<file path="src/rtl/phim_pkg.sv">
// ----------------------------------------------------------------------------
// phim_pkg: shared types and constants for the pixel hit isolation matcher
// Frame geometry, action codes, beat structs and the window pattern tables.
// ----------------------------------------------------------------------------
package phim_pkg;

  // frame geometry
  localparam int FRAME_SIDE = 256;
  localparam int VALUE_BITS = 14;
  localparam int COORD_W    = $clog2(FRAME_SIDE);
  localparam int ADDR_W     = 2 * COORD_W;
  localparam int CELLS      = FRAME_SIDE * FRAME_SIDE;
  localparam int EXT_W      = 11;
  localparam int RAM_W      = VALUE_BITS + 1;

  // action codes
  typedef enum logic [2:0] {
    ACT_LOAD  = 3'd0,
    ACT_ISO   = 3'd1,
    ACT_PAIR  = 3'd2,
    ACT_CTRL  = 3'd3,
    ACT_CLEAR = 3'd4
  } action_t;

  typedef struct packed {
    logic [2:0]  action;
    logic [7:0]  pixel_col;
    logic [7:0]  pixel_row;
    logic [13:0] hit_value;
  } in_item_t;

  typedef struct packed {
    logic        matched;
    logic        transposed;
    logic [13:0] value_low;
    logic [13:0] value_high;
  } out_item_t;

  // command between front and back
  typedef struct packed {
    action_t               action;
    logic [7:0]            col;
    logic [7:0]            row;
    logic [VALUE_BITS-1:0] value;
  } cmd_t;

  // candidates, bit dc*4+dr of the 4x4 block around the origin:
  // 0 iso A, 1 iso A tr, 2 iso B, 3 iso B tr, 4 pair, 5 pair tr, 6 ctrl, 7 ctrl tr
  localparam logic [15:0] PAT_EXP [8] = '{
    16'h0020, 16'h0020, 16'h0200, 16'h0040,
    16'h0220, 16'h0060, 16'h2020, 16'h00A0
  };
  localparam logic [7:0] PAT_TR  = 8'b1010_1010;
  localparam logic [7:0] PAT_TWO = 8'b1111_0000;
  // hit cell of singles, second hit cell of pairs
  localparam logic [3:0] PAT_K1 [8] = '{
    4'd5, 4'd5, 4'd9, 4'd6, 4'd9, 4'd6, 4'd13, 4'd7
  };
  localparam logic [3:0]  K_FIRST = 4'd5;
  localparam logic [15:0] WIN_NRM = 16'h7777;
  localparam logic [15:0] WIN_TR  = 16'h0FFF;

  // frame address of origin plus offset
  function automatic logic [ADDR_W-1:0] cell_addr(input logic [7:0] c, input logic [7:0] r,
                                                  input logic [1:0] dc, input logic [1:0] dr);
    logic [EXT_W-1:0] ec;
    logic [EXT_W-1:0] er;
    ec = {3'b000, c} + {9'd0, dc};
    er = {3'b000, r} + {9'd0, dr};
    return {ec[COORD_W-1:0], er[COORD_W-1:0]};
  endfunction

endpackage

</file>
<file path="src/rtl/phim_front.sv">
// ----------------------------------------------------------------------------
// phim_front: input classification and command queue
// Drops ignored actions and off-frame loads, queues the rest for the back end.
// ----------------------------------------------------------------------------
module phim_front (
  input  logic               clk,
  input  logic               rst_n,
  input  logic               push,
  input  phim_pkg::in_item_t item,
  output logic               full,
  output logic               cmd_valid,
  output phim_pkg::cmd_t     cmd,
  input  logic               cmd_pop
);
  import phim_pkg::*;

  cmd_t       q_r [4];
  logic [1:0] wp_r;
  logic [1:0] rp_r;
  logic [2:0] cnt_r;
  logic       keep;
  logic       enq;
  logic       deq;
  cmd_t       c_in;

  // classify the incoming beat
  always_comb begin
    c_in.action = action_t'(item.action);
    c_in.col    = item.pixel_col;
    c_in.row    = item.pixel_row;
    c_in.value  = VALUE_BITS'(item.hit_value);
    case (item.action)
      ACT_LOAD: begin
        keep = ({3'b000, item.pixel_col} < EXT_W'(FRAME_SIDE)) &&
               ({3'b000, item.pixel_row} < EXT_W'(FRAME_SIDE));
      end
      ACT_ISO, ACT_PAIR, ACT_CTRL, ACT_CLEAR: keep = 1'b1;
      default: keep = 1'b0;
    endcase
  end

  assign full      = (cnt_r == 3'd4);
  assign cmd_valid = (cnt_r != 3'd0);
  assign cmd       = q_r[rp_r];
  assign enq       = push && keep;
  assign deq       = cmd_pop && cmd_valid;

  // hold queued commands
  always_ff @(posedge clk) begin
    if (enq) begin
      q_r[wp_r] <= c_in;
    end
  end

  // advance pointers
  always_ff @(posedge clk) begin
    if (!rst_n) begin
      wp_r  <= '0;
      rp_r  <= '0;
      cnt_r <= '0;
    end else begin
      if (enq) wp_r <= wp_r + 2'd1;
      if (deq) rp_r <= rp_r + 2'd1;
      cnt_r <= cnt_r + {2'b00, enq} - {2'b00, deq};
    end
  end

endmodule

</file>
<file path="config.mk">
export PLATFORM = sky130hd
export DESIGN_NAME = phim_front
export DESIGN_NICKNAME = d
export VERILOG_FILES = /design/src/rtl/phim_pkg.sv /design/src/rtl/phim_front.sv
export SDC_FILE = /design/constraint.sdc
export NUM_CORES = 1
export LEC_CHECK = 0
export BUFFER_PORTS_ARGS = -buffer_cell sky130_fd_sc_hd__buf_4
export CAP_MARGIN = 10
export CORE_ASPECT_RATIO = 0.9
export CORE_UTILIZATION = 39
export DETAILED_ROUTE_END_ITERATION = 16
export GPL_ROUTABILITY_DRIVEN = 0
export PLACE_DENSITY_LB_ADDON = 0.2
export SYNTH_ARGS = -nofsm -noshare
export SYNTH_HDL_FRONTEND = slang
export SYNTH_SLANG_ARGS = --single-unit
</file>
<file path="constraint.sdc">
create_clock -name clk -period 3.96 [get_ports clk]
set_input_delay 0.792 -clock clk [delete_from_list [all_inputs] [get_ports clk]]
set_output_delay 0.792 -clock clk [all_outputs]
set_load 0.01 [all_outputs]
</file>
Word-level counts from Yosys, hierarchy flattened
Memories as Yosys holds them, arrays and structs flattened. A register that Yosys moved wholly into a read port is not among the register bits.
Index checks and enable logic that the tools add are counted.
{"block": "word_totals", "out_inout_bits": 35, "n_memories": 1, "ram_bits": 132, "elab_cells": 23, "ff_bits": 7, "input_bits": 37}
{"name": "q_r", "depth": 4, "width": 33, "rd": 1, "rd_ports_with_merged_regs": 1, "write_ports": 1, "line": "phim_front.sv:17", "source": "cmd_t q_r [4];"}
{"block": "op_classes", "eq_ne": 5, "n_mux": 5, "add_sub_neg": 4, "reduce_logical": 5}
{"operator": "$eq 3x2->1 const B", "count": 2}
{"operator": "$eq 3x3->1 const B", "count": 2}
{"operator": "$reduce_or 5->1", "count": 1}
{"operator": "$add 2x1->2 const B", "count": 2}
{"operator": "$mux 2", "count": 2}
{"operator": "$add 3x1->3", "count": 1}
{"operator": "$eq 3x1->1 const B", "count": 1}
{"operator": "$logic_not 3->1", "count": 1}
{"operator": "$mux 1", "count": 3}
{"operator": "$reduce_bool 3->1", "count": 1}
{"operator": "$sub 3x1->3", "count": 1}
{"operator": "$logic_and 1x1->1", "count": 2}

Longest topological paths before layout
Gate-level depths: netlist of the first run.
{"block": "depth", "ltp_word": 6, "ltp_mapped": 10, "ltp_nobuf": 10}

Least setup slack after synthesis of the first run
Ideal clock, no wire load.
{"block": "synth_timing", "path_kind": "input-to-reg", "from": "input port item[31] (netlist bit)", "to": "register cnt_r[2]", "arrival_time_ns": 2.590, "slack_ns": 1.255, "required_ns": 3.845, "setup_time_ns": 0.115, "stages": 10, "path_buffers": 0, "path_cell_list": "o21ai_0 > and2_1 > inv_1 > ha_1 > inv_1 > ha_1 > fa_1 > xnor2_1 > xnor2_1 > and2_1"}
{"block": "synth_via", "elab_chain_cells": 6, "elab_cells_between_ends": 10, "classes_between": "add/sub (2); eq/ne (4); mux (1); reduce/logical (3)"}
{"element": "start, declared", "line": "phim_front.sv:9", "source": "input phim_pkg::in_item_t item,"}
{"element": "$eq 3x1->1, or another cell as far along", "line": "phim_front.sv:32", "source": "case (item.action)"}
{"element": "$reduce_or 5->1 (no line) (*)"}
{"element": "$mux 1 (*)", "line": "phim_front.sv:32"}
{"element": "$logic_and 1x1->1 (*)", "line": "phim_front.sv:45", "source": "assign enq = push && keep;"}
{"element": "$add 3x1->3 (*)", "line": "phim_front.sv:64", "source": "cnt_r <= cnt_r + {2'b00, enq} - {2'b00, deq};"}
{"element": "$sub 3x1->3 (*)", "line": "phim_front.sv:64"}
{"element": "end signal, assigned", "line": "phim_front.sv:64"}
{"element": "end, declared", "line": "phim_front.sv:20", "source": "logic [2:0] cnt_r;"}
Mark *: on every way between the ends. The rest lies on a longest branch, timed or not.
A chain may end at the register's enable or synchronous reset.

==> reports/results.ini, run 1 <==
[grt]
overflow = 0
grt_pass1_wl_mm = 13.3
grt_max_degree = 34
grt_pass1_vias = 2436
track_usage = 0.131
antenna_found_initial = 0

[layout]
syn2layout_area_growth_pct = 23.6
regArea_um2 = 4150
nets = 348
n_antenna_cell = 0
fill_cells = 1030
drive_gt1_frac = 0.435
multiInputGateArea_um2 = 1030

[clocking]
cts_made_buffers = 17
post-cts-setup-buffers = 0
root_buffer = clkbuf_16
cts_tree = built
cts_max_path_buffers = 2
ctsHoldBuffers = 0
h-tree-depth = 4
clock_latency_ns = 0.40
cts_resized = 0
clk_pin_slew_ns = 0.06
cts_num_sinks = 141

[logic_synthesis]
syn-num-nets = 266
syn_inst = 222
syn-cell-area_um2 = 5280
synth-main-ff-cell = edfxtp_1
synth_cell_type_count = 23
synth.avg_cell_area_um2 = 23.8
yosysWarningCount = 0
synth-async-reset-ratio = 0
ys_seq_elements = 141
ys_seq_area_frac = 0.784
synth_edf_count = 132

[detailed_routing]
wire_per_inst_um = 17.9
drtAntennaViolNets = 0
vias_per_cell = 4.88
routed_wl_mm = 8.59
drt-initial-drc-count = 82
drc = 0
vias = 2348
dr.pass1.iters = 4

[hold_path]
worstHoldPathCells = 2
hp-class = reg2reg
worstHoldStart = wp_r[1]
min_to = wp_r[1]

[die]
io_pins = 72
die_y_um = 112
start_util = 0.409
fp.dieW_um = 125
dieArea_um2 = 14000
num_rows = 39
core_area_um2 = 12900

[timing]
finalSetupViolations = 0
final_period_minus_worst_setup_slack_ns = 2.85
setup_tns_ns = 0
timing.fmax_mhz = 351
rsz0062_at_grt = no
layout_setup_ws_ns = 1.11
timing_hold_violations_final = 0
slew_headroom = 0.379
period_share = 0.720
worstMarginPinSlew_ns = 0.931
finalMaxSlewViolations = 0
fin_skew_ns = 0.00679

[critical_path]
rr_worst_depth = 8
r2r_end = cnt_r[2]
worstSetupStartpointType = register
arrival_ns = 2.06
endpoint_kind = output port
worstSetupPathType = reg2out
crit_fanout = 21
worstPathRequired_ns = 3.17
reg2reg_setup_slack_ns = 1.90
worstReg2RegStart = cnt_r[0]

[placed_design]
dpl.hpwl_mm = 4.88
dpl_worst_slack_ns = 0.931
io_buffers = 71

[job]
drv_cap = 0

[power]
ir_worst_vdd_uv = 544
power_leakage_nw = 2.22
pwr_density_cell_nw_per_um2 = 621

[run_status]
status = finished clean

==> flip-flops by register name (all words and copies together), names as in the netlist, named ones only <==
register  count
cnt_r         3
q_r         132
rp_r          2
wp_r          2
==> synthesized netlist by cell type, types with 2 or more instances <==
cell | instances | area (µm²)
and2_1 | 5 | 31.3
and3_1 | 4 | 25.0
buf_12 | 3 | 60.1
buf_2 | 3 | 15.0
clkbuf_1 | 2 | 7.51
dfxtp_1 | 9 | 180
edfxtp_1 | 132 | 3960
ha_1 | 6 | 75.1
inv_1 | 6 | 22.5
mux4_1 | 3 | 78.8
mux4_2 | 30 | 676
nand2_1 | 3 | 11.3
nor2b_1 | 2 | 12.5
o21ai_0 | 2 | 10.0
xnor2_1 | 4 | 35.0
==> logic make-up (layout without fill, tap and decap cells) <==
logic type	count (synthesis)	in the layout	share of synthesized area
mux	34	34	0.145
compound gates	4	4	0.00521
flops	141	141	0.784
buf+inv	15	110	0.0220
fa+ha+maj	7	7	0.0180
simple gates	17	17	0.0189
xor+xnor	4	4	0.00663
==> cells in the final DEF (no fill, tap or decap) <==
cell type   Yosys  layout
clkinvlp_4      0       3
clkbuf_1        2       1
buf_4           0      71
xnor2_1         4       4
inv_6           0       2
bufinv_16       0       2
nor2b_1         2       2
nor3b_1         1       1
edfxtp_1      132     132
and3_2          0       4
ha_1            6       6
o31a_1          1       1
mux2i_1         1       1
clkbuf_16       0      17
nand2_1         3       3
mux4_2         30      30
buf_12          3       1
o21ai_0         2       2
clkinv_4        0       3
or3_1           1       1
clkinv_1        0       1
fa_1            1       1
o311ai_1        1       1
dfxtp_1         9       7
mux4_1          3       3
and2_1          5       5
inv_1           6       6
nand4_1         1       1
clkinv_2        0       3
dfxtp_2         0       2
==> critical path: stages (launching register included) <==
cell and delay [ns]:
dfxtp_2 0.63, buf_12 0.28, mux4_1 0.58, buf_4 0.16
==> stage by stage <==
stage | hold WS [ns] | power, mW | cell area, µm² | util | std cells
floorplan | 0.468 | 2.31 | 5280 | - | 222
global placement | 0.501 | 2.59 | 5950 | 0.460 | 449
detailed placement | 0.500 | 2.60 | 5950 | 0.460 | 449
CTS | 0.508 | 4.12 | 6530 | 0.505 | 481
global route | 0.554 | 4.22 | 6530 | 0.505 | 481
finish | 0.504 | 4.06 | 6530 | 0.505 | 481
==> how the worst max path moves through the flow <==
stage	from	end	cells past startpoint	slack (ns)
after detailed placement	item[31]	cnt_r[2]	11	0.93
after global placement	item[31]	cnt_r[2]	11	0.97
after floorplan	item[31]	cnt_r[2]	10	1.25
final	register	cmd[0]	3	1.11
after global routing	register	cmd[0]	3	0.94
after CTS	register	cmd[0]	3	1.00
==> per-layer routing <==
metal / GRT usage / routed length [µm] / vias to the layer above
met4: 0.0554 / 111 / 0
met1: 0.164 / 3810 / 1188
li1: - / - / 1089
met2: 0.211 / 4220 / 61
met5: 0 / 0 / -
met3: 0.0448 / 453 / 10
==> where the power goes <==
group / switching [mW] / internal (mW)
logic: 0.298 / 0.455
registers: 0.0866 / 1.70
clock network: 0.589 / 0.927
total: 0.974 / 3.08
==> cell type report <==
type                       instances  area share
sequential                       141       0.635
multi-input combinational         66       0.157
timing repair buffer              72      0.0847
clock buffer                      18      0.0657
tap                              164      0.0314
clock inverter                    14      0.0222
inverter                           6     0.00345
Note: power is estimated with default switching activity, not from simulation.
==> run 2: changes to the inputs <==
Settings changed: ABC_AREA set to 1.
Clock period 3.96 ns to 2.5 ns, I/O delays scaled along.
==> run 2 against run 1 <==
Compared with the run above:
- sequential share of layout area fell by 2.4 points
- synthesized cell count rose by 77%
- non-clock buffer count rose by 13
- flip-flop and latch count did not move
- via count rose by 39%
- count of clock-buffer cells in the layout rose by 2
- die area rose by 2.6%
- first-iteration DRC count rose to 4.0 times the previous value
- routed wire length rose by 26%
- highest routed layer unchanged
==> reports/results.ini, run 2 <==
[run_status]
status = finished clean

[critical_path]
crit_fanout = 33  ; +57%
endpoint_kind = output port
worstPathRequired_ns = 2.00  ; -1.17 ns
reg2reg_setup_slack_ns = 0.61  ; -1.29 ns
arrival_ns = 1.84  ; -0.22 ns
worstSetupPathType = reg2out
worstSetupStartpointType = register

[timing]
fin_skew_ns = 0.00590  ; -0.000890 ns
timing_hold_violations_final = 0  ; unchanged
worstMarginPinSlew_ns = 0.613  ; -0.318 ns
slew_headroom = 0.591  ; +0.211
final_period_minus_worst_setup_slack_ns = 2.34
finalMaxSlewViolations = 0  ; unchanged
finalSetupViolations = 0  ; unchanged
period_share = 0.935
whs_ns = 0.282  ; -0.222 ns
rsz0062_at_grt = no
timing.fmax_mhz = 428

[clocking]
cts_made_buffers = 17  ; unchanged
cts_tree = built
cts_num_sinks = 141  ; unchanged
h-tree-depth = 4  ; unchanged
cts_resized = 0  ; unchanged
clock_latency_ns = 0.42  ; +0.02 ns
root_buffer = clkbuf_16
clk_pin_slew_ns = 0.06  ; about the same
ctsHoldBuffers = 0  ; unchanged
cts_max_path_buffers = 2  ; unchanged
post-cts-setup-buffers = 0  ; unchanged

[power]
ir_worst_vdd_uv = 555  ; +2.0%
pwr_density_cell_nw_per_um2 = 1020  ; +64%
intPower_mw = 5.06  ; +64%
combPwrFrac = 0.215  ; +0.029
p_clk_frac = 0.388  ; +0.014
seqPwrFrac = 0.397  ; -0.043
switching_share = 0.265  ; +0.0246
switching_power_mw = 1.82  ; +87%
power_leakage_nw = 2.49  ; +12%

[logic_synthesis]
yosysWarningCount = 0  ; unchanged
synth.avg_cell_area_um2 = 13.8  ; -42%
synth_cell_type_count = 19  ; -17%
syn-cell-area_um2 = 5420  ; +2.6%
synth_edf_count = 132  ; unchanged
synth-main-ff-cell = edfxtp_1
netlist_top_cells_count = edfxtp_1 (132), nor2_1 (80), o21ai_0 (48)
syn_inst = 392  ; +77%
synth_area_leaders = edfxtp_1 (73%), nor2_1 (5.5%), o21ai_0 (4.4%)
yosysMostFrequentCell = edfxtp_1
ys_seq_elements = 141  ; unchanged
ys_seq_area_frac = 0.764  ; -0.0201
synth-async-reset-ratio = 0  ; unchanged
yosysTopAreaCellShare = 0.731  ; -0.0192
yosys.area.top_type = edfxtp_1
syn-num-nets = 436  ; +64%

[detailed_routing]
drc = 0  ; unchanged
drt-initial-drc-count = 325  ; +300%
routed_wl_mm = 10.9  ; +26%
vias = 3265  ; +39%
vias_per_cell = 4.97  ; +1.8%
dr.pass1.iters = 5  ; +1
drtAntennaViolNets = 0  ; unchanged
wire_per_inst_um = 16.5  ; -7.5%

[grt]
track_usage = 0.167  ; +0.0356
grt_pass1_wl_mm = 17.7  ; +33%
grt_pass1_vias = 3310  ; +36%
overflow = 0  ; unchanged
grt_max_degree = 37  ; +8.8%
antenna_found_initial = 0  ; unchanged

[die]
die_y_um = 114  ; +1.3%
start_util = 0.403  ; -0.00582
num_rows = 40  ; +2.6%
dieArea_um2 = 14400  ; +2.6%
io_pins = 72  ; unchanged
fp.dieW_um = 126  ; +1.3%
core_area_um2 = 13500  ; +4.1%

[layout]
final_cell_area_um2 = 6780  ; +3.8%
top_regs = q_r: 132 flops, cnt_r: 3 flops
largest_reg_flops = 132  ; unchanged
regMostFlops = q_r
final_common_cell = edfxtp_1
layout_common_cells = edfxtp_1 (132), buf_4 (84), nor2_1 (76)
syn2layout_area_growth_pct = 25.0
n_antenna_cell = 0  ; unchanged
drive_gt1_frac = 0.243  ; -0.192
fill_cells = 1161  ; +13%
multiInputGateArea_um2 = 1060  ; +3.2%
nets = 520  ; +49%
regArea_um2 = 4150  ; about the same
layout.cells.non_filler = 657  ; +37%

[hold_path]
hp-class = in2reg

[placed_design]
placed_area_um2 = 6150  ; +3.3%
dpl.hpwl_mm = 6.33  ; +30%
io_buffers = 71  ; unchanged
place_inst = 625  ; +39%

[job]
drv_cap = 0  ; unchanged

run 2: cell types whose count changed after synthesis, sizes merged, moves of 2 or more:
cell	previous run	this run
and2	5	0
and3	4	0
buf	7	17
inv	6	22
mux4	33	0
nand2	3	17
nand3	0	4
nor2	0	80
nor2b	2	0
o21ai	2	66
o22ai	0	33
xnor2	4	0
run 2: path summary, 6_finish.rpt:
path / start / end / cells past startpoint
worst max-delay path: register / cmd[16] / 4
worst min-delay path: item[8] / q_r[1][8] / 1
worst max register to register: cnt_r[0] / cnt_r[2] / 10
worst min register to register: rp_r[1] / register / 2
run 2: stage by stage:
step           total power, mW  TNS (ns)   util  setup WS [ns]
3_5_place_dp              4.29         0  0.457          0.398
3_3_place_gp              4.26         0  0.457          0.437
5_1_grt                   7.23         0  0.503         0.0193
6_report                  6.88         0  0.503          0.163
4_1_cts                   6.97         0  0.503          0.130
2_1_floorplan             3.68    -15.31      -         -0.116
run 2: cell type report:
class                      instances  share of cell area
clock buffer                      20              0.0644
multi-input combinational        209               0.156
inverter                          22              0.0122
sequential                       141               0.612
clock inverter                    12              0.0284
tap                              168              0.0310
timing repair buffer              85              0.0960
run 2: logic make-up (layout without fill, tap and decap cells):
group	count (synthesis)	after routing	synth area share
DFF	141	141	0.764
and+or+nand+nor	101	101	0.0709
adders and majority gates	7	7	0.0175
xor gates and xnor gates	1	1	0.00162
buffers and inverters	42	139	0.0457
AOI/OAI and AO/OA	100	100	0.0999
run 2: critical path, cell delays in order, from the launching register on:
cell     delay, ns
dfxtp_1       0.31
inv_2         0.44
o21ai_1       0.14
o22ai_1       0.31
buf_4         0.19
run 2: power groups by stage:
stage          registers (mW)  clock network, mW  logic [mW]
2_1_floorplan            2.78                  0       0.905
3_5_place_dp             2.78                  0        1.51
6_report                 2.73               2.67        1.48
4_1_cts                  2.73               2.73        1.51
3_3_place_gp             2.78                  0        1.48
5_1_grt                  2.74               2.82        1.66
run 2: layer usage:
layer / part of all wire / global-route usage
met2: 0.47 / 0.253
met3: 0.044 / 0.0497
met4: 0.013 / 0.0602
met1: 0.48 / 0.229
met5: 0 / 0
