### config.mk
export PLATFORM = sky130hd
export DESIGN_NAME = phim_out_q
export DESIGN_NICKNAME = d
export VERILOG_FILES = /design/src/rtl/phim_pkg.sv /design/src/rtl/phim_out_q.sv
export SDC_FILE = /design/constraint.sdc
export NUM_CORES = 1
export LEC_CHECK = 0
export BUFFER_PORTS_ARGS = -buffer_cell sky130_fd_sc_hd__buf_2
export CAP_MARGIN = 20
export CELL_PAD_IN_SITES_DETAIL_PLACEMENT = 0
export CELL_PAD_IN_SITES_GLOBAL_PLACEMENT = 1
export CORE_MARGIN = 8
export CORE_UTILIZATION = 40
export DETAILED_ROUTE_END_ITERATION = 16
export PLACE_DENSITY = 0.7
export SLEW_MARGIN = 20
export SYNTH_ARGS = -nofsm -noshare
export SYNTH_HDL_FRONTEND = slang
export SYNTH_SLANG_ARGS = --single-unit
### constraint.sdc
create_clock -name clk -period 2.6 [get_ports clk]
set_input_delay 0.39 -clock clk [delete_from_list [all_inputs] [get_ports clk]]
set_output_delay 0.39 -clock clk [all_outputs]
set_load 0.02 [all_outputs]
### src/rtl/phim_pkg.sv
// ----------------------------------------------------------------------------
// phim_pkg: shared types and constants for the pixel hit isolation matcher
// Frame geometry, action codes, beat structs and the window pattern tables.
// ----------------------------------------------------------------------------
package phim_pkg;

  // frame geometry
  localparam int FRAME_SIDE = 256;
  localparam int VALUE_BITS = 14;
  localparam int COORD_W    = $clog2(FRAME_SIDE);
  localparam int ADDR_W     = 2 * COORD_W;
  localparam int CELLS      = FRAME_SIDE * FRAME_SIDE;
  localparam int EXT_W      = 11;
  localparam int RAM_W      = VALUE_BITS + 1;

  // action codes
  typedef enum logic [2:0] {
    ACT_LOAD  = 3'd0,
    ACT_ISO   = 3'd1,
    ACT_PAIR  = 3'd2,
    ACT_CTRL  = 3'd3,
    ACT_CLEAR = 3'd4
  } action_t;

  typedef struct packed {
    logic [2:0]  action;
    logic [7:0]  pixel_col;
    logic [7:0]  pixel_row;
    logic [13:0] hit_value;
  } in_item_t;

  typedef struct packed {
    logic        matched;
    logic        transposed;
    logic [13:0] value_low;
    logic [13:0] value_high;
  } out_item_t;

  // command between front and back
  typedef struct packed {
    action_t               action;
    logic [7:0]            col;
    logic [7:0]            row;
    logic [VALUE_BITS-1:0] value;
  } cmd_t;

  // candidates, bit dc*4+dr of the 4x4 block around the origin:
  // 0 iso A, 1 iso A tr, 2 iso B, 3 iso B tr, 4 pair, 5 pair tr, 6 ctrl, 7 ctrl tr
  localparam logic [15:0] PAT_EXP [8] = '{
    16'h0020, 16'h0020, 16'h0200, 16'h0040,
    16'h0220, 16'h0060, 16'h2020, 16'h00A0
  };
  localparam logic [7:0] PAT_TR  = 8'b1010_1010;
  localparam logic [7:0] PAT_TWO = 8'b1111_0000;
  // hit cell of singles, second hit cell of pairs
  localparam logic [3:0] PAT_K1 [8] = '{
    4'd5, 4'd5, 4'd9, 4'd6, 4'd9, 4'd6, 4'd13, 4'd7
  };
  localparam logic [3:0]  K_FIRST = 4'd5;
  localparam logic [15:0] WIN_NRM = 16'h7777;
  localparam logic [15:0] WIN_TR  = 16'h0FFF;

  // frame address of origin plus offset
  function automatic logic [ADDR_W-1:0] cell_addr(input logic [7:0] c, input logic [7:0] r,
                                                  input logic [1:0] dc, input logic [1:0] dr);
    logic [EXT_W-1:0] ec;
    logic [EXT_W-1:0] er;
    ec = {3'b000, c} + {9'd0, dc};
    er = {3'b000, r} + {9'd0, dr};
    return {ec[COORD_W-1:0], er[COORD_W-1:0]};
  endfunction

endpackage

### src/rtl/phim_out_q.sv
// ----------------------------------------------------------------------------
// phim_out_q: result queue
// Two-entry queue that parts the back end from the result receiver.
// ----------------------------------------------------------------------------
module phim_out_q (
  input  logic                clk,
  input  logic                rst_n,
  input  logic                push,
  input  phim_pkg::out_item_t din,
  output logic                full,
  output logic                empty,
  input  logic                pop,
  output phim_pkg::out_item_t dout
);
  import phim_pkg::*;

  out_item_t  q_r [2];
  logic       wp_r;
  logic       rp_r;
  logic [1:0] cnt_r;
  logic       enq;
  logic       deq;

  assign full  = (cnt_r == 2'd2);
  assign empty = (cnt_r == 2'd0);
  assign dout  = q_r[rp_r];
  assign enq   = push && !full;
  assign deq   = pop && !empty;

  // hold results
  always_ff @(posedge clk) begin
    if (enq) begin
      q_r[wp_r] <= din;
    end
  end

  // advance pointers
  always_ff @(posedge clk) begin
    if (!rst_n) begin
      wp_r  <= 1'b0;
      rp_r  <= 1'b0;
      cnt_r <= '0;
    end else begin
      if (enq) wp_r <= ~wp_r;
      if (deq) rp_r <= ~rp_r;
      cnt_r <= cnt_r + {1'b0, enq} - {1'b0, deq};
    end
  end

endmodule

### Word-level counts from Yosys, hierarchy flattened

Memories as Yosys holds them, arrays and structs flattened. A register that Yosys moved wholly into a read port is not among the register bits.
Index checks and enable logic that the tools add are counted.

| word-level totals | value |
|---|---|
| bits in writable memories | 60 |
| output and inout bits | 32 |
| memories kept | 1 |
| register bits after elaboration | 4 |
| bits of input ports | 34 |
| word-level logic and storage cells | 18 |

Memories:

| memory | depth | bits a word | read ports | clocked after Yosys merged registers in | wr ports | line | text |
|---|---|---|---|---|---|---|---|
| q_r | 2 | 30 | 1 | 1 | 1 | phim_out_q.sv:17 | `out_item_t q_r [2];` |

| cells by class | value |
|---|---|
| reduce and logical (&&, ||, !) cells | 5 |
| bitwise logic cells | 2 |
| add/subtract/negate cells | 2 |
| equality and inequality tests | 1 |
| multiplexer cells | 4 |

Operators by type and width:

| operator | count |
|---|---|
| 1-bit two-way mux | 4 |
| 2-bit by 1-bit adder with 2-bit output | 1 |
| 2-bit equality test (second input constant) | 1 |
| 1-bit logical AND | 2 |
| 1-bit logical NOT | 2 |
| 2-bit logical NOT | 1 |
| 1-bit NOT | 2 |
| 2-bit by 1-bit subtractor with 2-bit output | 1 |

### Longest topological paths before layout

Gate-level depths: netlist of run 1.

| depth | value |
|---|---|
| word-level depth | 5 |
| depth in mapped cells | 8 |
| mapped depth without buffers | 8 |

### Worst setup path after synthesis of run 1

No wires, ideal clock.

| path | value |
|---|---|
| path type | register to register |
| start | register cnt_r[0] |
| end | memory q_r[0][0] (netlist bit), enable pin |
| setup time | 0.417 ns |
| arrival | 1.862 ns |
| required time | 2.183 ns |
| cell stages (with the launch flop) | 4 |
| slack | 0.321 ns |
| buffers on the path | 0 |
| period minus slack after synthesis | 2.279 ns |
| path through | dfxtp_1 -> nand2b_1 -> nand2_1 -> nor2_1 |

| between the ends | value |
|---|---|
| cells in the longest elaborated chain, start to end | 5 |

Ends and longest elaborated chain:

| item | line | text |
|---|---|---|
| start, declared | phim_out_q.sv:20 | `logic [1:0] cnt_r;` |
| start signal, assigned | phim_out_q.sv:46 | `cnt_r <= cnt_r + {1'b0, enq} - {1'b0, deq};` |
| 2-bit equality test | phim_out_q.sv:24 | `assign full = (cnt_r == 2'd2);` |
| 1-bit logical NOT | phim_out_q.sv:27 | `assign enq = push && !full;` |
| 1-bit logical AND | phim_out_q.sv:27 |  |
| 1-bit two-way mux | phim_out_q.sv:32 | `if (enq) begin` |
| 1-bit two-way mux (implied by the code) | phim_out_q.sv:33 | `q_r[wp_r] <= din;` |
| end, declared | phim_out_q.sv:17 |  |

Every way passes these cells.

==> results.sh, run 1 <==
export IMPL_drc=0
export IMPL_p_leak_nw=1.280
export IMPL_maxCapViolCount=0
export IMPL_grt_pass1_wl_mm=6.789
export IMPL_via_count=1270
export IMPL_hpwl_mm=3.439
export IMPL_grt_ovfl_total=0
export IMPL_layoutNonFillerInstCount=279
export IMPL_clock_latency_ns=0.32
export IMPL_syn_area_um2=2521
export IMPL_power_switching_w=0.0009953
export IMPL_ys_seq_elements=65
export IMPL_dp_cells=264
export IMPL_cts_tree="done"
export IMPL_synth_nets=156
export IMPL_min_period_ns=2.146
export IMPL_cts_buffer_depth=2
export IMPL_status="completed"
export IMPL_finalSetupViolations=0
export IMPL_first_pass_iters=3
export IMPL_combPwrFrac=0.321
export IMPL_fmax_mhz=466.0
export IMPL_drv_slew=0
export IMPL_synth_cell_type_count=16
export IMPL_rsz0062_at_grt="false"
export IMPL_syn_inst=120
export IMPL_worstPathArrival_ns=1.76
export IMPL_finalClockSkew_ns=0.008636
export IMPL_synth_avg_cell_area_um2=21.01
export IMPL_worstSetupStartpointType="flop"
export IMPL_fin_area_um2=3132
export IMPL_yosysMostFrequentCell="edfxtp_1"
export IMPL_hp_class="primary input to flop"
export IMPL_io_pins=66
export IMPL_yosys_area_top_type="edfxtp_1"
export IMPL_core_area_um2=6205
export IMPL_drt_iter0_drc=36
export IMPL_place_ws_ns=0.7667
export IMPL_cts_setup_buffers=0
export IMPL_syn_to_final_growth_pct=24.22
export IMPL_die_area_um2=9099
export IMPL_grt_pass1_vias=1360
export IMPL_yosys_top_cells_area="edfxtp_1 71%, mux2_4 18%, dfxtp_1 4.0%"
export IMPL_antenna_cells=0
export IMPL_post_cts_resized=0
export IMPL_sw_frac_of_total=0.3041
export IMPL_htree_levels=3
export IMPL_clk_pin_slew_ns=0.07
export IMPL_seq_area_frac_synth=0.7543
export IMPL_die_x_um=95.39
export IMPL_die_height_um=95.39
export IMPL_tns_ns=0
export IMPL_start_util=0.4063
export IMPL_cp_required_ns=2.21
export IMPL_ir_worst_vdd_mv=0.5684
export IMPL_grtUsageTotal=0.1009
export IMPL_tightestPinTransition_ns=0.5060
export IMPL_finalWorstSetupSlack_ns=0.4541
export IMPL_via_per_inst=4.552
export IMPL_wl_per_cell_um=16.14
export IMPL_synthTopCellsByCount="60 x edfxtp_1, 30 x mux2_4, 5 x dfxtp_1, 5 x nor2_1"
export IMPL_crit_type="flop to primary output"
export IMPL_cts_sinks=65
export IMPL_relSlewSlack=0.6627
export IMPL_power_density_nw_per_um2=1045
export IMPL_clockPowerShare=0.236
export IMPL_antenna_found_initial=0
export IMPL_yosysWarnings=0
export IMPL_placed_area_um2=2955
export IMPL_ant_nets=0
export IMPL_synth_ff_type="edfxtp_1"
export IMPL_layout_nets=234
export IMPL_gp_congestion=0.6530
export IMPL_cts_root_buf="clkbuf_8"
export IMPL_fin_crit_sh=0.8253
export IMPL_cts_inserted_buffers=9
export IMPL_synth_edf_count=60
export IMPL_grt_max_degree=17
export IMPL_seqPwrFrac=0.443
export IMPL_async_reset_ff_frac=0
export IMPL_cp_end_kind="primary output"
export IMPL_worstPathMaxFanout=14
export IMPL_rows=29
export IMPL_drive_gt1_frac=0.5743
export IMPL_io_buffer_count=65
export IMPL_drt_total_wl_mm=4.503
export IMPL_hold_viol_final=0
export IMPL_ctsHoldBuffers=0
export IMPL_internal_power_w=0.002277
export IMPL_synthDominantCellAreaShare=0.7146
final cells by class:
class / count / area (um2)
Clock buffer: 11 / 131.4
Clock inverter: 4 / 45.04
Fill cell: 523 / 3073
Inverter: 3 / 11.26
Multi-Input combinational cell: 49 / 581.8
Sequential cell: 65 / 1903
Tap cell: 77 / 96.34
Timing Repair Buffer: 70 / 362.8
metrics by stage:
stage | utilization | total power [W] | hold slack (ns)
final | 0.5047 | 0.003273 | 0.2568
after global routing | 0.5047 | 0.003435 | 0.2365
after detailed placement | 0.4763 | 0.002552 | 0.5022
after CTS | 0.5047 | 0.003330 | 0.2392
after floorplan | - | 0.002241 | 0.4549
after global placement | 0.4763 | 0.002523 | 0.4953
placed cells by master, fill, tap and decap left out:
| cell type | count |
|---|---|
| clkinv_2 | 3 |
| edfxtp_1 | 60 |
| nor3_1 | 1 |
| mux2i_1 | 1 |
| nor2_4 | 1 |
| o21a_2 | 1 |
| ha_1 | 2 |
| clkbuf_8 | 9 |
| buf_4 | 5 |
| and3_1 | 1 |
| mux2_4 | 30 |
| xnor2_1 | 1 |
| buf_2 | 65 |
| nand2_1 | 2 |
| dfxtp_1 | 4 |
| clkbuf_1 | 2 |
| xor2_1 | 1 |
| nand2b_1 | 2 |
| dfxtp_2 | 1 |
| and2_1 | 2 |
| nor2_1 | 4 |
| inv_1 | 3 |
| bufinv_16 | 1 |
flip-flops by register name, indices dropped and copies added, names as in the netlist, named ones only:
register and cells:
q_r 60, cnt_r 2, rp_r 1, wp_r 1
metal layers:
layer | vias to the layer above | track usage | share of wire
met5 | - | 0 | 0
met4 | 0 | 0.03457 | 0.012
met3 | 8 | 0.04409 | 0.079
met2 | 41 | 0.1761 | 0.50
met1 | 610 | 0.1066 | 0.41
li1 | 611 | - | -
final timing paths:
path / startpoint / slack, ns / depth (start not counted) / end
worst max-delay path: flop / 0.45 / 3 / dout[15]
worst min-delay path: din[18] / 0.26 / 1 / q_r[1][18]
worst max register to register: cnt_r[0] / 0.89 / 4 / q_r[0][21]
worst min register to register: rp_r / 0.52 / 2 / flop
power groups by stage:
stage	sequential, W	clock, W	combinational (W)
4_1_cts	0.00145	0.000799	0.00108
2_1_floorplan	0.00142	0	0.000817
3_3_place_gp	0.00146	0	0.00106
5_1_grt	0.00147	0.000832	0.00113
3_5_place_dp	0.00148	0	0.00108
6_report	0.00145	0.000772	0.00105
worst max-delay path, stage by stage (launching register included):
cell and delay (ns):
dfxtp_2 0.61, buf_4 0.34, mux2_4 0.32, buf_2 0.16
cell families (layout without fill, tap and decap cells):
logic type,count (synthesis),after routing,share of synthesized area
xor+xnor,2,2,0.006949
flops,65,65,0.7543
fa+ha+maj,2,2,0.009924
buf+inv,6,88,0.01786
mux,31,31,0.1826
simple gates,13,13,0.02481
compound gates,1,1,0.003475
(Power assumes the default switching activity.)
==> inputs of run 2 (changes only) <==
Clock period 2.6 ns to 2.23 ns, I/O delays scaled along.
==> run 2 against run 1 <==
Effect of this change:
- count of clock-buffer cells in the layout decreased by 1
- sequential share of layout area increased by 0.64 points
- die area unchanged
==> results.sh, run 2 (synthesized netlist as in run 1, its figures left out) <==
export IMPL_largest_reg_flops=60
export IMPL_ctsHoldBuffers=0
export IMPL_tns_ns=0
export IMPL_hpwl_mm=3.303
export IMPL_syn_to_final_growth_pct=22.93
export IMPL_drive_gt1_frac=0.5700
export IMPL_rsz0062_at_grt="false"
export IMPL_hp_class="primary input to flop"
export IMPL_antenna_cells=0
export IMPL_worstSetupStartpointType="flop"
export IMPL_io_buffer_count=65
export IMPL_cts_tree="done"
export IMPL_multi_input_area_um2=576.8
export IMPL_seqPwrFrac=0.452
export IMPL_mostFrequentLayoutCell="buf_2"
export IMPL_cts_root_buf="clkbuf_8"
export IMPL_cts_setup_buffers=0
export IMPL_combPwrFrac=0.340
export IMPL_grt_pass1_vias=1396
export IMPL_finalClockSkew_ns=0.006821
export IMPL_drt_total_wl_mm=4.629
export IMPL_die_area_um2=9099
export IMPL_final_cell_mix="65 x buf_2, 60 x edfxtp_1, 30 x mux2_4"
export IMPL_antenna_found_initial=0
export IMPL_ant_nets=0
export IMPL_cts_sinks=65
export IMPL_largestRegisters="q_r x60, cnt_r x2"
export IMPL_core_area_um2=6205
export IMPL_status="completed"
export IMPL_regArea_um2=1903
export IMPL_rows=29
export IMPL_cp_end_kind="primary output"
export IMPL_wl_per_cell_um=16.71
export IMPL_maxCapViolCount=0
export IMPL_clk_pin_slew_ns=0.06
export IMPL_cts_buffer_depth=2
export IMPL_fin_crit_sh=0.8429
export IMPL_cp_required_ns=1.90
export IMPL_via_per_inst=4.549
export IMPL_crit_type="flop to primary output"
export IMPL_internal_power_w=0.002539
export IMPL_min_period_ns=1.880
export IMPL_whs_ns=0.1992
export IMPL_io_pins=66
export IMPL_htree_levels=3
export IMPL_relSlewSlack=0.7228
export IMPL_layout_nets=232
export IMPL_cts_inserted_buffers=9
export IMPL_first_pass_iters=4
export IMPL_drc=0
export IMPL_gp_congestion=0.6906
export IMPL_largest_register="q_r"
export IMPL_grt_pass1_wl_mm=6.858
export IMPL_clock_latency_ns=0.32
export IMPL_grtUsageTotal=0.1048
export IMPL_grt_max_degree=31
export IMPL_post_cts_resized=0
export IMPL_hold_viol_final=0
export IMPL_sw_frac_of_total=0.3138
export IMPL_die_height_um=95.39
export IMPL_tightestPinTransition_ns=0.4159
export IMPL_drv_slew=0
export IMPL_power_density_nw_per_um2=1194
export IMPL_die_x_um=95.39
export IMPL_via_count=1260
export IMPL_clockPowerShare=0.209
export IMPL_fillers=528
export IMPL_power_switching_w=0.001161
export IMPL_finalSetupViolations=0
export IMPL_p_leak_nw=1.262
export IMPL_drt_iter0_drc=82
export IMPL_worstPathMaxFanout=24
export IMPL_start_util=0.4063
export IMPL_ir_worst_vdd_mv=0.6368
export IMPL_fmax_mhz=532.0
export IMPL_worstPathArrival_ns=1.55
export IMPL_grt_ovfl_total=0
## run 2: critical path: stages, from the launching register on
cell and delay, ns:
dfxtp_2 0.47, buf_12 0.26, mux2_4 0.33, buf_2 0.16
## run 2: routing by layer
metal	vias to the layer above	wire [um]	track usage
li1	606	-	-
met1	609	1669	0.09773
met2	37	2581	0.1887
met3	8	281	0.03543
met4	0	96	0.07298
met5	-	0	0
## run 2: layout make-up
class,count,area share
sequential,65,0.6141
multi-input combinational,49,0.1861
timing repair buffer,68,0.1163
clock buffer,10,0.04118
tap,77,0.03109
clock inverter,5,0.007671
inverter,3,0.003633
## run 2: power groups by stage
stage          Sequential [W]  Combinational, W  Clock, W
2_1_floorplan         0.00166          0.000955         0
3_3_place_gp          0.00168           0.00125         0
3_5_place_dp          0.00170           0.00129         0
4_1_cts               0.00167           0.00129  0.000790
5_1_grt               0.00169           0.00135  0.000846
6_report              0.00167           0.00126  0.000772
## run 2: final timing paths
path | startpoint | endpoint | slack [ns] | cells past startpoint
min reg2reg | wp_r | wp_r | 0.52 | 2
min | din[5] | q_r[0][5] | 0.20 | 1
max reg2reg | cnt_r[0] | cnt_r[1] | 0.52 | 8
max | flop | dout[27] | 0.35 | 3
## run 2: metrics by stage
step / utilization / power (W) / instance area (um2) / worst slack [ns] / std cells
6_report: 0.4995 / 0.003700 / 3099 / 0.3504 / 277
4_1_cts: 0.4995 / 0.003752 / 3099 / 0.3155 / 277
5_1_grt: 0.4995 / 0.003886 / 3099 / 0.2706 / 277
3_5_place_dp: 0.4751 / 0.002986 / 2948 / 0.5385 / 262
3_3_place_gp: 0.4751 / 0.002935 / 2948 / 0.6743 / 262
2_1_floorplan: - / 0.002613 / 2524 / 0.4419 / 120
==> inputs of run 3 (changes only) <==
Clock period 2.23 ns to 1.75 ns, I/O delays scaled along.
==> run 3 against run 2 <==
Effect of this change:
- worst setup slack worse by 0.26 ns
- non-clock buffer count is 1 higher
- global-route usage is 0.13 points lower
- final cell count is 0.36% higher
- clock power is 27% higher
- sequential cell count stayed put
- cell area is 1.8% higher
- first-iteration DRC count is 54% lower
- clock skew is 0.0011 ns lower
- utilization is 0.91 points higher
- largest power group unchanged
==> results.sh, run 3 (synthesized netlist as in run 1, its figures left out) <==
export IMPL_status="completed"
export IMPL_cts_buffer_depth=2
export IMPL_power_density_nw_per_um2=1519
export IMPL_first_pass_iters=4
export IMPL_rsz0062_at_grt="false"
export IMPL_r2r_cells=7
export IMPL_drt_iter0_drc=38
export IMPL_clk_pin_slew_ns=0.06
export IMPL_r2r_slack_ns=0.11
export IMPL_largest_reg_flops=60
export IMPL_start_util=0.4063
export IMPL_cts_tree="done"
export IMPL_cp_required_ns=1.49
export IMPL_r2r_start="cnt_r[1]"
export IMPL_grt_max_degree=31
export IMPL_via_per_inst=4.558
export IMPL_grt_ovfl_total=0
export IMPL_cts_sinks=65
export IMPL_hp_class="primary input to flop"
export IMPL_rows=29
export IMPL_tns_ns=0
export IMPL_fin_crit_sh=0.9462
export IMPL_clock_latency_ns=0.32
export IMPL_power_w=0.004792
export IMPL_die_height_um=95.39
export IMPL_largestRegisters="q_r x60, cnt_r x2"
export IMPL_drive_gt1_frac=0.5871
export IMPL_fillers=521
export IMPL_die_area_um2=9099
export IMPL_mostFrequentLayoutCell="buf_2"
export IMPL_dp_cells=263
export IMPL_drc=0
export IMPL_antenna_cells=0
export IMPL_maxCapViolCount=0
export IMPL_io_buffer_count=65
export IMPL_cp_end_kind="primary output"
export IMPL_final_cell_mix="65 x buf_2, 60 x edfxtp_1, 30 x mux2_4"
export IMPL_grtUsageTotal=0.1035
export IMPL_layoutNonFillerInstCount=278
export IMPL_antenna_found_initial=0
export IMPL_core_area_um2=6205
export IMPL_hold_path_cell_count=1
export IMPL_htree_levels=3
export IMPL_syn_to_final_growth_pct=25.16
export IMPL_layout_nets=233
export IMPL_worstPathArrival_ns=1.39
export IMPL_hold_start="din[25]"
export IMPL_cts_root_buf="clkbuf_8"
export IMPL_die_x_um=95.39
export IMPL_cts_setup_buffers=0
export IMPL_drt_total_wl_mm=4.536
export IMPL_wl_per_cell_um=16.32
export IMPL_hold_viol_final=0
export IMPL_final_util=0.5086
export IMPL_worstPathMaxFanout=30
export IMPL_crit_type="flop to primary output"
export IMPL_gp_congestion=0.7338
export IMPL_p_leak_nw=1.272
export IMPL_grt_pass1_wl_mm=6.996
export IMPL_finalSetupViolations=0
export IMPL_relSlewSlack=0.8458
export IMPL_via_count=1267
export IMPL_io_pins=66
export IMPL_fmax_mhz=603.9
export IMPL_grt_pass1_vias=1447
export IMPL_cts_inserted_buffers=9
export IMPL_min_period_ns=1.656
export IMPL_min_to="q_r[0][25]"
export IMPL_largest_register="q_r"
export IMPL_finalClockSkew_ns=0.005755
export IMPL_ant_nets=0
export IMPL_worstSetupStartpointType="flop"
export IMPL_drv_slew=0
export IMPL_ir_worst_vdd_mv=0.9706
export IMPL_regToRegEndpoint="cnt_r[1]"
export IMPL_tightestPinTransition_ns=0.2296
[run 3: cell types whose count changed in the layout (fill, tap and decap cells not counted), sizes merged]
| cell | delta |
|---|---|
| buf | +1 |
| clkbuf | +1 |
| clkinv | -2 |
| clkinvlp | +1 |
[run 3: metrics by stage]
stage	hold slack (ns)	instance area [um2]	setup slack, ns
5_1_grt	0.1094	3156	0.004766
2_1_floorplan	0.3614	2529	0.07785
6_report	0.1284	3156	0.09420
4_1_cts	0.1075	3138	0.05972
3_3_place_gp	0.4518	2985	0.2408
3_5_place_dp	0.4549	2985	0.1035
[run 3: where the power goes]
group / leakage, nW / switching [W] / internal, W
combinational: 0.592 / 0.000910 / 0.000789
sequential: 0.603 / 0.0000979 / 0.00201
clock: 0.0766 / 0.000484 / 0.000496
[run 3: area by class of cell]
type | instances | area (um2) | share of cell area
clock buffer | 11 | 131.4 | 0.04163
clock inverter | 4 | 21.27 | 0.006741
inverter | 3 | 11.26 | 0.003569
multi-input combinational | 49 | 596.8 | 0.1891
sequential | 65 | 1906 | 0.6039
tap | 77 | 96.34 | 0.03053
timing repair buffer | 69 | 392.9 | 0.1245
[run 3: worst max-delay path: stages, from the launching register on]
cell	delay [ns]
dfxtp_2	0.34
buf_12	0.25
mux2_4	0.33
buf_2	0.16
[run 3: worst max-delay path by stage]
stage	from	to	slack (ns)	depth (start not counted)
after floorplan	cnt_r[0]	q_r[1][0]	0.08	2
after global placement	cnt_r[0]	cnt_r[1]	0.24	8
after detailed placement	cnt_r[0]	cnt_r[1]	0.10	8
after CTS	flop	dout[13]	0.06	3
after global routing	cnt_r[1]	cnt_r[1]	0.005	7
final	flop	dout[9]	0.09	3
[run 3: timing repair]
action / 4_1_cts / 5_1_grt
hold buffers: 0 / 0
endpoints found under the setup margin: 0 / 1
gates resized for setup: 0 / 4
[run 3: metal layers]
layer	GRT usage	part of all wire	vias to the layer above
met2	0.1801	0.54	38
met5	0	0	-
met4	0.05762	0.0099	0
met1	0.1073	0.37	616
met3	0.03543	0.077	4
li1	-	-	609
